## src/hw/rtl/ccz_pkg.sv

```systemverilog
// Shared types, opcodes and calendar helpers for the calendar clock core.
// No dependencies; imported by ccz_step and the top level.
`default_nettype none

package ccz_pkg;

    typedef enum logic
    {
        OP_TICK = 1'b0,
        OP_LOAD = 1'b1
    } op_t;

    // change_flags bit positions
    localparam int FLAG_SEC   = 0;
    localparam int FLAG_MIN   = 1;
    localparam int FLAG_HOUR  = 2;
    localparam int FLAG_DAY   = 3;
    localparam int FLAG_MONTH = 4;
    localparam int FLAG_YEAR  = 5;
    localparam int FLAG_LOAD  = 6;

    localparam int IN_W  = 40;
    localparam int OUT_W = 48;

    typedef struct packed {
        logic [6:0] year;
        logic [3:0] month;
        logic [4:0] day;
        logic [4:0] hour;
        logic [5:0] minute;
        logic [5:0] second;
    } cal_t;

    // Request payload, last field in the lowest bits.
    typedef struct packed {
        logic       pad;
        logic [5:0] load_second;
        logic [5:0] load_minute;
        logic [4:0] load_hour;
        logic [4:0] load_day;
        logic [3:0] load_month;
        logic [6:0] load_year;
        logic [5:0] elapsed_seconds;
    } req_t;

    // Result payload, last field in the lowest bits.
    typedef struct packed {
        logic [6:0] pad;
        logic [6:0] change_flags;
        logic       time_valid;
        logic [5:0] cur_second;
        logic [5:0] cur_minute;
        logic [4:0] cur_hour;
        logic [4:0] cur_day;
        logic [3:0] cur_month;
        logic [6:0] cur_year;
    } res_t;

    localparam cal_t CAL_RESET = '{year: 7'd18, month: 4'd7, day: 5'd1,
                                   hour: 5'd8, minute: 6'd0, second: 6'd0};

    // Years 2000..2099: leap exactly when the two-digit year is a multiple of 4.
    function automatic logic [4:0] days_in(input logic [3:0] month, input logic [6:0] year);
        logic [4:0] len;
        case (month)
            4'd0:    len = 5'd0;
            4'd2:    len = (year[1:0] == 2'd0) ? 5'd29 : 5'd28;
            4'd4:    len = 5'd30;
            4'd6:    len = 5'd30;
            4'd9:    len = 5'd30;
            4'd11:   len = 5'd30;
            default: len = 5'd31;
        endcase
        return len;
    endfunction

endpackage

`default_nettype wire

```

## src/hw/rtl/ccz_step.sv

```systemverilog
// Next-state logic of the calendar clock: tick carry chain, load saturation
// and zone shift. Purely combinational; depends on ccz_pkg.
`default_nettype none

module ccz_step
(
    input  var ccz_pkg::cal_t    cal,
    input  var logic             valid,
    input  var ccz_pkg::op_t     op,
    input  var ccz_pkg::req_t    req,
    input  var logic signed [6:0] zone,
    output ccz_pkg::cal_t        cal_next,
    output logic                 valid_next,
    output logic [6:0]           flags_next
);
    import ccz_pkg::*;

    always_comb
    begin
        cal_t       c;
        logic [5:0] secs;
        logic [6:0] ssum;
        logic [6:0] q_abs;
        logic [3:0] oh;
        logic [5:0] om;
        logic [6:0] msum;
        logic [5:0] hsum;
        logic [4:0] len;

        c          = cal;
        valid_next = valid;
        flags_next = '0;
        secs       = (req.elapsed_seconds > 6'd59) ? 6'd59 : req.elapsed_seconds;
        ssum       = {1'b0, cal.second} + {1'b0, secs};
        q_abs      = zone[6] ? 7'(-zone) : zone;
        oh         = q_abs[5:2];
        case (q_abs[1:0])
            2'd0:    om = 6'd0;
            2'd1:    om = 6'd15;
            2'd2:    om = 6'd30;
            default: om = 6'd45;
        endcase
        msum = '0;
        hsum = '0;
        len  = '0;

        if (op == OP_TICK)
        begin
            if (valid && secs != 6'd0)
            begin
                flags_next[FLAG_SEC] = 1'b1;
                if (ssum < 7'd60)
                begin
                    c.second = ssum[5:0];
                end
                else
                begin
                    c.second = 6'(ssum - 7'd60);
                    flags_next[FLAG_MIN] = 1'b1;
                    if (cal.minute < 6'd59)
                    begin
                        c.minute = cal.minute + 6'd1;
                    end
                    else
                    begin
                        c.minute = '0;
                        flags_next[FLAG_HOUR] = 1'b1;
                        if (cal.hour < 5'd23)
                        begin
                            c.hour = cal.hour + 5'd1;
                        end
                        else
                        begin
                            c.hour = '0;
                            flags_next[FLAG_DAY] = 1'b1;
                            if ({1'b0, cal.day} + 6'd1 <= {1'b0, days_in(cal.month, cal.year)})
                            begin
                                c.day = cal.day + 5'd1;
                            end
                            else
                            begin
                                c.day = 5'd1;
                                flags_next[FLAG_MONTH] = 1'b1;
                                if (cal.month < 4'd12)
                                begin
                                    c.month = cal.month + 4'd1;
                                end
                                else
                                begin
                                    c.month = 4'd1;
                                    flags_next[FLAG_YEAR] = 1'b1;
                                    c.year = (cal.year >= 7'd99) ? 7'd0 : cal.year + 7'd1;
                                end
                            end
                        end
                    end
                end
            end
        end
        else
        begin
            // saturate the UTC fields into range
            c.year   = (req.load_year > 7'd99) ? 7'd99 : req.load_year;
            c.month  = (req.load_month == 4'd0) ? 4'd1 :
                       (req.load_month > 4'd12) ? 4'd12 : req.load_month;
            len      = days_in(c.month, c.year);
            c.day    = (req.load_day == 5'd0) ? 5'd1 :
                       (req.load_day > len) ? len : req.load_day;
            c.hour   = (req.load_hour > 5'd23) ? 5'd23 : req.load_hour;
            c.minute = (req.load_minute > 6'd59) ? 6'd59 : req.load_minute;
            c.second = (req.load_second > 6'd59) ? 6'd59 : req.load_second;

            // shift by the zone offset; offsets beyond 12 h are dropped
            if (q_abs != 7'd0 && q_abs <= 7'd48)
            begin
                if (!zone[6])
                begin
                    msum = {1'b0, c.minute} + {1'b0, om};
                    if (msum > 7'd59)
                    begin
                        oh       = oh + 4'd1;
                        c.minute = 6'(msum - 7'd60);
                    end
                    else
                    begin
                        c.minute = msum[5:0];
                    end
                    hsum = {1'b0, c.hour} + {2'b0, oh};
                    if (hsum > 6'd23)
                    begin
                        c.hour = 5'(hsum - 6'd24);
                        // roll over from the last day before the 5-bit day can wrap
                        if (c.day >= days_in(c.month, c.year))
                        begin
                            c.day   = 5'd1;
                            c.month = c.month + 4'd1;
                            if (c.month > 4'd12)
                            begin
                                c.month = 4'd1;
                                c.year  = (c.year >= 7'd99) ? 7'd0 : c.year + 7'd1;
                            end
                        end
                        else
                        begin
                            c.day = c.day + 5'd1;
                        end
                    end
                    else
                    begin
                        c.hour = hsum[4:0];
                    end
                end
                else
                begin
                    if (om > c.minute)
                    begin
                        oh       = oh + 4'd1;
                        c.minute = 6'(7'd60 + {1'b0, c.minute} - {1'b0, om});
                    end
                    else
                    begin
                        c.minute = c.minute - om;
                    end
                    if ({1'b0, oh} > c.hour)
                    begin
                        c.hour = 5'(6'd24 + {1'b0, c.hour} - {2'b0, oh});
                        c.day  = c.day - 5'd1;
                        if (c.day == 5'd0)
                        begin
                            c.month = c.month - 4'd1;
                            if (c.month == 4'd0)
                            begin
                                c.year  = (c.year == 7'd0) ? 7'd99 : c.year - 7'd1;
                                c.month = 4'd12;
                                c.day   = 5'd31;
                            end
                            else
                            begin
                                c.day = days_in(c.month, c.year);
                            end
                        end
                    end
                    else
                    begin
                        c.hour = c.hour - 5'(oh);
                    end
                end
            end
            valid_next             = 1'b1;
            flags_next[FLAG_LOAD]  = 1'b1;
        end

        cal_next = c;
    end

endmodule

`default_nettype wire

```

## src/hw/rtl/calendar_clock_with_zone_offset_core.sv

```systemverilog
// Calendar clock with zone offset: request register, combinational step, result register.
// A request passes from the request register through the step to the result register.
// Throughput: one request per cycle unless m_axis_tready stalls; ccz_step, the single
// combinational step, updates the clock as each request enters the result register.
// Reset: clock at 2018-07-01 08:00:00, not valid, zone offset 0, both stages empty.
`default_nettype none

module calendar_clock_with_zone_offset_core
(
    input  var logic                      clk,
    input  var logic                      rst_n,
    input  var logic                      cfg_we,
    input  var logic [6:0]                cfg_wdata,   // zone_quarter_hours
    input  var logic                      s_axis_tvalid,
    output logic                          s_axis_tready,
    // elapsed_seconds, load_year, load_month, load_day, load_hour,
    // load_minute, load_second, zero pad
    input  var logic [ccz_pkg::IN_W-1:0]  s_axis_tdata,
    input  var logic                      s_axis_tuser, // opcode
    output logic                          m_axis_tvalid,
    input  var logic                      m_axis_tready,
    // cur_year, cur_month, cur_day, cur_hour, cur_minute, cur_second,
    // time_valid, change_flags, zero pad
    output logic [ccz_pkg::OUT_W-1:0]     m_axis_tdata
);
    import ccz_pkg::*;

    logic              in_valid_reg;
    op_t               in_op_reg;
    req_t              in_req_reg;
    logic              out_valid_reg;
    res_t              out_res_reg;
    cal_t              cal_reg;
    logic              valid_reg;
    logic signed [6:0] zone_reg;

    cal_t              cal_next;
    logic              valid_next;
    logic [6:0]        flags_next;
    logic              advance;
    res_t              res_next;

    assign advance       = in_valid_reg && (!out_valid_reg || m_axis_tready);
    assign s_axis_tready = !in_valid_reg || advance;
    assign m_axis_tvalid = out_valid_reg;
    assign m_axis_tdata  = out_res_reg;

    ccz_step u_step
    (
        .cal        (cal_reg),
        .valid      (valid_reg),
        .op         (in_op_reg),
        .req        (in_req_reg),
        .zone       (zone_reg),
        .cal_next   (cal_next),
        .valid_next (valid_next),
        .flags_next (flags_next)
    );

    always_comb
    begin
        res_next              = '0;
        res_next.cur_year     = cal_next.year;
        res_next.cur_month    = cal_next.month;
        res_next.cur_day      = cal_next.day;
        res_next.cur_hour     = cal_next.hour;
        res_next.cur_minute   = cal_next.minute;
        res_next.cur_second   = cal_next.second;
        res_next.time_valid   = valid_next;
        res_next.change_flags = flags_next;
    end

    always_ff @(posedge clk or negedge rst_n)
    begin
        if (!rst_n)
        begin
            in_valid_reg  <= 1'b0;
            out_valid_reg <= 1'b0;
            cal_reg       <= CAL_RESET;
            valid_reg     <= 1'b0;
            zone_reg      <= '0;
        end
        else
        begin
            if (cfg_we)
            begin
                zone_reg <= cfg_wdata;
            end
            if (s_axis_tready)
            begin
                in_valid_reg <= s_axis_tvalid;
            end
            if (advance)
            begin
                cal_reg   <= cal_next;
                valid_reg <= valid_next;
            end
            // hold the result until it is taken
            if (advance)
            begin
                out_valid_reg <= 1'b1;
            end
            else if (m_axis_tready)
            begin
                out_valid_reg <= 1'b0;
            end
        end
    end

    always_ff @(posedge clk)
    begin
        if (s_axis_tready && s_axis_tvalid)
        begin
            in_op_reg  <= op_t'(s_axis_tuser);
            in_req_reg <= req_t'(s_axis_tdata);
        end
        if (advance)
        begin
            out_res_reg <= res_next;
        end
    end

    // once loaded, the clock never drops back to invalid
    assert property (@(posedge clk) disable iff (!rst_n) valid_reg |=> valid_reg)
        else $error("clock valid flag dropped");

    assert property (@(posedge clk) disable iff (!rst_n)
        (advance && in_op_reg == OP_LOAD) |=> (valid_reg && out_res_reg.time_valid))
        else $error("load did not set the clock valid");

    assert property (@(posedge clk) disable iff (!rst_n)
        cal_reg.second <= 6'd59 && cal_reg.minute <= 6'd59 && cal_reg.hour <= 5'd23
        && cal_reg.month >= 4'd1 && cal_reg.month <= 4'd12 && cal_reg.year <= 7'd99)
        else $error("clock field out of range");

    // a carry into a field implies every lower field changed as well
    assert property (@(posedge clk) disable iff (!rst_n)
        out_valid_reg |-> ((out_res_reg.change_flags[5:1]
                            & ~out_res_reg.change_flags[4:0]) == 5'd0))
        else $error("broken carry chain in change flags");

    assert property (@(posedge clk) disable iff (!rst_n)
        (out_valid_reg && !out_res_reg.time_valid) |-> (out_res_reg.change_flags == 7'd0))
        else $error("change reported while clock invalid");

endmodule

`default_nettype wire
```

## config.mk

```make
export PLATFORM = sky130hd
export DESIGN_NAME = calendar_clock_with_zone_offset_core
export DESIGN_NICKNAME = d
export VERILOG_FILES = /design/src/hw/rtl/ccz_pkg.sv /design/src/hw/rtl/ccz_step.sv /design/src/hw/rtl/calendar_clock_with_zone_offset_core.sv
export SDC_FILE = /design/constraint.sdc
export NUM_CORES = 1
export LEC_CHECK = 0
export BUFFER_PORTS_ARGS = -buffer_cell sky130_fd_sc_hd__buf_2
export CAP_MARGIN = 15
export CORE_MARGIN = 1.5
export CORE_UTILIZATION = 44
export CTS_BUF_LIST = sky130_fd_sc_hd__clkbuf_8 sky130_fd_sc_hd__clkbuf_16
export DETAILED_ROUTE_END_ITERATION = 10
export HOLD_SLACK_MARGIN = 0.08
export PLACE_DENSITY = 0.66
export SLEW_MARGIN = 10
export SYNTH_ARGS = -nofsm -noshare
export SYNTH_HDL_FRONTEND = slang
export SYNTH_HIERARCHICAL = 1
export SYNTH_SLANG_ARGS = --single-unit
```

## constraint.sdc

```tcl
create_clock -name clk -period 7.5 [get_ports clk]
set_input_delay 0.375 -clock clk [delete_from_list [all_inputs] [get_ports clk]]
set_output_delay 0.375 -clock clk [all_outputs]
set_load 0.02 [all_outputs]
```

-- Word-level counts from Yosys, hierarchy flattened
Index checks and enable logic that the tools add are counted.
- bits of input ports: 53
- logic and storage cells: 199
- register bits after elaboration: 124
- output and inout bits: 50
- reductions and logical operators: 29
- eq/ne operators: 17
- bitwise logic cells: 1
- $add $sub $neg: 26
- muxes and demuxes: 73
- magnitude comparators: 21
- operators with widths (kind ; count):
    $mux 5 ; 19
    $mux 27 ; 3
    $mux 33 ; 2
    $mux 16 ; 4
    $mux 11 ; 4
    $mux 4 ; 11
    $mux 6 ; 7
    $mux 7 ; 6
    $pmux 5 s3 ; 2
    $eq 4x3->1 const B ; 6
    $eq 4x4->1 const B ; 6
    $mux 21 ; 1
    $gt 6x6->1 const B ; 3
    $pmux 6 s3 ; 1
    $logic_not 4->1 ; 4
    $reduce_or 4->1 ; 4
    $add 5x1->5 const B ; 3
    $add 6x6->7 ; 2
    $add 7x1->7 const B ; 2
    $ge 7x7->1 const B ; 2
    $add 4x1->4 const B ; 3
    $eq 4x2->1 const B ; 3
    $mux 1 ; 12
    $sub 6x6->6 ; 2
    44 further kinds ; 55

-- Depth between registers and ports, before layout
Gate-level depths: netlist of run 1.
- word-level depth: 22
- gate-level depth with buffers: 31
- gate-level depth less buffers: 29

-- Modules after synthesis
The synthesis of run 1 kept the hierarchy.
- modules (own cells, without submodules) (module ; cells each ; sequential area each (µm²) ; area an instance (µm²) ; instances):
    ccz_step ; 892 ; 0.0 ; 5979.5 ; 1
    calendar_clock_with_zone_offset_core ; 185 ; 3547.2 ; 4267.8 ; 1

-- Worst setup path before layout of run 1
OpenSTA, ideal clock, no wires.
- path type: register to register
- start point: register zone_reg[6]
- end point: register cal_reg[20] (netlist name)
- path slack: 847 ps
- path buffers: 3
- library setup time: 125 ps
- data arrival time: 6528 ps
- data required time: 7375 ps
- stages on the path, launching flop included: 31
- period minus slack after synthesis: 6653 ps
- cells stage by stage: dfrtp_1 -> buf_2 -> clkbuf_1 -> buf_1 -> nand2_1 -> o21ai_0 -> inv_1 -> ha_1 -> or2_2 -> ha_1 -> fa_1 -> xnor2_1 -> inv_1 -> ha_1 -> nor2_1 -> a21oi_1 -> nor4_1 -> a31o_2 -> xnor2_1 -> ha_1 -> inv_1 -> fa_1 -> nand2b_1 -> a21oi_1 -> o211ai_1 -> a31oi_1 -> nor3_1 -> nor4b_1 -> a211o_1 -> o31a_1 -> mux2_4
- RTL lines (item ; RTL line ; text):
    start, declared ; calendar_clock_with_zone_offset_core.sv:35 ; logic signed [6:0] zone_reg;
    start signal, assigned ; calendar_clock_with_zone_offset_core.sv:87 ; zone_reg <= cfg_wdata;
    end signal, assigned ; calendar_clock_with_zone_offset_core.sv:95 ; cal_reg <= cal_next;
    end, declared ; calendar_clock_with_zone_offset_core.sv:33 ; cal_t cal_reg;

==> results of run 1 <==
cells in the final DEF (no fill, tap or decap), types with 30 or more instances in the layout:
cell,instances
ha_1,83
buf_2,94
o21ai_0,48
a21oi_1,64
dfrtp_1,36
nand2_1,81
inv_1,64
nand3_1,38
edfxtp_1,81
nor2_1,75
mux2_4,30
final timing paths:
| kind | start | to | slack [ns] | cells past startpoint |
|---|---|---|---|---|
| max in group asynchronous | rst_n | cal_reg[20]$_DFFE_PN0P_ | 6.47 | 3 |
| setup reg to reg | zone_reg[0]$_DFFE_PN0P_ | cal_reg[20]$_DFFE_PN0P_ | 0.71 | 31 |
| hold / removal | s_axis_tdata[31] | in_req_reg[31]$_DFFE_PP_ | 0.12 | 1 |
| setup / recovery | zone_reg[0]$_DFFE_PN0P_ | cal_reg[20]$_DFFE_PN0P_ | 0.71 | 31 |
| min in group asynchronous | rst_n | zone_reg[0]$_DFFE_PN0P_ | 0.58 | 3 |
| hold reg to reg | in_valid_reg$_DFFE_PN0P_ | m_axis_tvalid$_DFFE_PN0P_ | 0.55 | 1 |
power groups by stage:
stage	sequential [mW]	combinational [mW]	clock, mW
after global routing	1.09	1.87	0.933
after detailed placement	1.08	1.65	0
final	1.07	1.68	0.890
after floorplan	1.09	1.25	0
after global placement	1.07	1.62	0
after CTS	1.07	1.67	0.904
repair_timing:
| action | in CTS | in global routing |
|---|---|---|
| gates resized for setup | 0 | 0 |
| setup buffers | 0 | 0 |
| hold endpoints to repair | 13 | 0 |
| hold buffers | 1 | 0 |
metal layers:
layer | part of all wire (%) | up-vias
met5 | 0 | -
met4 | 1.7 | 0
li1 | - | 4159
met2 | 48 | 287
met3 | 6.0 | 38
met1 | 44 | 4083
final cells by class:
class | instances | share of cell area (%)
clock buffers | 18 | 3.81
clock inverters | 14 | 1.67
inverters | 65 | 2.11
multi-input cells | 835 | 53.6
flip-flops and latches | 124 | 30.5
well taps | 285 | 3.09
repair buffers | 111 | 5.20
==> results.md, run 1 <==
* CP max stage delay at 0.48 ns
* Worst slew pin tran at 1.05 ns
* Final hold slack at 0.121 ns
* RSZ-0062 raised after global routing: no
* Largest register FFs at 41
* Final Skew at 0.00946 ns
* Multi-input gate area at 6190 sq um
* Crit Path Class: reg -> reg
* Ys Warns at 6
* Met2 Usage GRT at 37.8%
* Crit path top cell by count: ha_1
* Crit path max-delay family: adder cells
* Mean post-synth cell area at 9.50 sq um
* GP Congestion at 0.943
* Share of cells above drive strength 1 at 19.7%
* Final hold vios at 0
* # H-tree levels at 4
* Power Dens Cells at 315 nW/um^2
* FILL cells at 2127
* DP Cell Count at 1419
* Gr usage total at 22.6%
* # DRC at 0
* Design Power at 3.64 mW
* Drt total wl at 26500 um
* Via count at 8567
* TritonCTS Buffers at 17
* Global route hottest layer: met2
* Wire length per cell at 18.2 um
* Buffer levels on the longest clock path at 2
* Boundary Pins at 103
* Seq pwr share at 29.3%
* Largest net degree at the start of global routing at 54
* Starting DRT DRC Count at 694
* Core area at 22700 sq um
* Row count at 55
* Startpoint types: flop
* Antenna violations before repair at 0
* Dpl hpwl at 18900 um
* Clock latency on the worst-skew pair at 0.42 ns
* P_int at 2.19 mW
* CTS tree: built
* Starting Density at 45.0%
* Port bufs at 94
* Setup TNS at 0 ns
* Final nets at 1299
* Crit. End Element: flop
* Clock transition at path regs at 0.06 ns
* Seq. cell area at 3520 sq um
* P&R area growth vs syn at 12.9%
* Leak at 4.83 nW
* Hold/Removal Path Class: in -> reg
* CP bufs+invs at 6
* Final instance area at 11500 sq um
* Max Fclk at 147 MHz
* Comb power frac at 46.2%
* Number of detailed-route iterations in the first pass at 8
* Vias per cell at 5.90
* Outcome: completed
* DIE AREA at 24100 sq um
* Number of global-route vias before repair at 8255
* Global route total overflow at 0
* Ant diodes at 0
* Number of max-cap violations at 0
* Slew HR at 29.7%
* Final setup margin at 0.708 ns
* Routed Antenna Nets at 0
* Met1 track demand over resource at 30.0%
* Switching part of the total at 39.9%
* Dpl ws at 0.740 ns
* First-pass GRT wire length at 43100 um
* Met3 usage at 3.82%
* Final Cycle Share at 90.6%
* Post-Route Utilization at 50.8%
* Cells after synthesis at 1076
* CP required at 7.80 ns
* DP Area at 10900 sq um
* Crit path time final at 6.79 ns
* Clock sink count at 124
* Root Buffer: clkbuf_16
* Max VDD drop at 0.000174 V
* Die Wd at 155 um
* Max Transition Viols Final at 0
* Finish-stage setup viols at 0
* Clock power share at 24.4%
* Die height at 155 um
* Critical Path Fanout Max at 9
* Post-Layout Cell Count at 1452
* Net Sw Power at 1.45 mW
* Arrival time at the worst endpoint at 7.09 ns
* Mapped Area at 10200 sq um
* CP max-delay cell: a31oi_1
(Power assumes the default switching activity.)
==> run 2: changes to the inputs <==
Settings changed: BUFFER_PORTS_ARGS -buffer_cell sky130_fd_sc_hd__buf_2 to -buffer_cell sky130_fd_sc_hd__buf_4, CORE_ASPECT_RATIO set to 1.2.
==> run 2 against run 1 <==
  * Clock power barely moved
  * Global-route usage down 0.43 points
  * Non-clock buffer count decreased by 2
  * Final cell count grew 1.6%
  * Via count fell by 1.5%
  * Flip-flop and latch count unchanged
  * Core utilization increased by 1.4 points
  * Count of clock-buffer cells in the layout shrank 1
  * Design area increased by 2.2%
  * Worst setup slack got worse by 0.097 ns
  * Critical path type unchanged
==> results.md, run 2 (same netlist as run 1, synthesis figures left out) <==
* Outcome: completed
* Switching part of the total at 39.5%
* Clock latency on the worst-skew pair at 0.43 ns
* Final Cycle Share at 91.9%
* Clock power share at 24.3%
* Critical Path Fanout Max at 16
* Clock transition at path regs at 0.06 ns
* Net Sw Power at 1.44 mW
* Design Power at 3.65 mW
* Startpoint types: flop
* Crit path max-delay family: compound AO/OA/AOI/OAI gates
* TritonCTS Buffers at 17
* CTS tree: built
* Dpl ws at 0.701 ns
* Row count at 60
* Final Skew at 0.00977 ns
* Final hold vios at 0
* Setup crit start: in_req_reg[15]$_DFFE_PP_
* # DRC at 0
* DIE AREA at 24100 sq um
* Final setup margin at 0.611 ns
* Most frequent cells in the layout: buf_4, ha_1, edfxtp_1, nand2_1, nor2_1
* Starting Density at 45.2%
* Starting DRT DRC Count at 541
* # H-tree levels at 4
* RSZ-0062 raised after global routing: no
* Antenna violations before repair at 0
* CP max-delay cell: edfxtp_1
* Die Wd at 142 um
* Die height at 170 um
* Hold/Removal Path Class: in -> reg
* Slew HR at 30.0%
* Most common cell after layout, fill and taps aside: buf_4
* Number of detailed-route iterations in the first pass at 5
* CP required at 7.81 ns
* Worst slew pin tran at 1.05 ns
* Via count at 8440
* Wire length per cell at 17.5 um
* Port bufs at 94
* P_int at 2.21 mW
* Setup TNS at 0 ns
* Global route total overflow at 0
* Crit. End Element: flop
* R2R Path Start: in_req_reg[15]$_DFFE_PP_
* Leak at 4.91 nW
* Setup Fix Bufs, Post-CTS at 0
* Comb power frac at 46.4%
* Dpl hpwl at 19000 um
* Root Buffer: clkbuf_16
* Hold Path Origin: s_axis_tdata[27]
* Crit path time final at 6.89 ns
* Max VDD drop at 0.000159 V
* Final nets at 1297
* CP bufs+invs at 3
* Seq pwr share at 29.2%
* Vias per cell at 5.72
* Max Transition Viols Final at 0
* Finish-stage setup viols at 0
* Routed Antenna Nets at 0
* Crit Path Class: reg -> reg
* CP max stage delay at 0.68 ns
* First-pass GRT wire length at 42300 um
* Ant diodes at 0
* Boundary Pins at 103
* Arrival time at the worst endpoint at 7.20 ns
* Number of max-cap violations at 0
* Clock sink count at 124
* GP Congestion at 0.890
* Core area at 22600 sq um
* Power Dens Cells at 310 nW/um^2
* Buffer levels on the longest clock path at 2
* Max Fclk at 145 MHz
* Gr usage total at 22.2%
* Share of cells above drive strength 1 at 19.6%
* Number of global-route vias before repair at 8185
* P&R area growth vs syn at 15.4%
* Drt total wl at 25800 um
* Largest net degree at the start of global routing at 51
* Crit path top cell by count: nand2_1
* Largest register FFs at 41
-- run 2: cell count changes in the layout (fill, tap and decap cells not counted), moves of 2 or more --
cell	before	now
buf_2	94	0
buf_4	16	108
clkinv_1	2	0
inv_1	64	67
-- run 2: stage by stage --
stage | cells | area (sq um) | hold WS (ns) | util, %
after floorplan | 1082 | 10200 | 0.0794 | -
after global placement | 1442 | 11200 | 0.434 | 49.4
after detailed placement | 1442 | 11200 | 0.439 | 49.4
after CTS | 1475 | 11800 | 0.0994 | 52.2
after global routing | 1475 | 11800 | 0.103 | 52.2
final | 1475 | 11800 | 0.118 | 52.2
-- run 2: cell type report --
class                           instances  area (sq um)
Fill cell                            2067         10800
Sequential cell                       124          3520
Tap cell                              310           388
Clock buffer                           17           425
Clock inverter                         15           200
Timing Repair Buffer                  109           821
Multi-Input combinational cell        835          6190
Inverter                               65           244
-- run 2: layer usage --
layer / vias to the layer above / part of all wire [%] / wire, um / global-route usage (%)
met5: - / 0 / 0 / 0
met4: 0 / 1.6 / 417 / 6.63
met3: 33 / 4.2 / 1080 / 3.80
met2: 240 / 49 / 12700 / 37.8
met1: 4005 / 45 / 11700 / 28.7
li1: 4162 / - / - / -
-- run 2: worst reg2reg max path, cell delays in order, from the launching register on --
cell and delay (ns):
edfxtp_1 0.68, nand2_1 0.14, nand2_1 0.09, o31a_1 0.26, inv_1 0.18, ha_1 0.31, nor2_1 0.13, nor2_1 0.05
a21oi_1 0.34, ha_1 0.30, nand2_1 0.11, o22ai_1 0.12, a21oi_1 0.43, mux2i_1 0.34, nand2_1 0.18, inv_1 0.21
ha_1 0.28, inv_1 0.11, a211o_1 0.27, a221o_1 0.28, o221ai_1 0.20, nand3_1 0.34, nor4_1 0.42, mux2_1 0.38
a311o_1 0.37, mux2_4 0.27
-- run 2: power groups by stage --
stage	clock network [mW]	logic (mW)	registers [mW]
4_1_cts	0.906	1.69	1.07
3_3_place_gp	0	1.65	1.08
2_1_floorplan	0	1.25	1.09
5_1_grt	0.935	1.89	1.10
3_5_place_dp	0	1.68	1.08
6_report	0.889	1.70	1.07
-- run 2: worst paths after layout --
kind	slack, ns	depth (start not counted)	endpoint
worst max-delay path	0.61	25	cal_reg[32]$_DFFE_PN0P_
worst min-delay path	0.12	1	in_req_reg[27]$_DFFE_PP_
worst max register to register	0.61	25	cal_reg[32]$_DFFE_PN0P_
worst min register to register	0.56	1	cal_reg[0]$_DFFE_PN0P_
max in group asynchronous	6.56	2	cal_reg[25]$_DFFE_PN0P_
min in group asynchronous	0.49	2	zone_reg[4]$_DFFE_PN0P_
-- run 2: what timing repair did --
action                                 CTS  global route
resized for setup                        0             0
endpoints found under the hold margin   36             0
hold buffers                             1             0
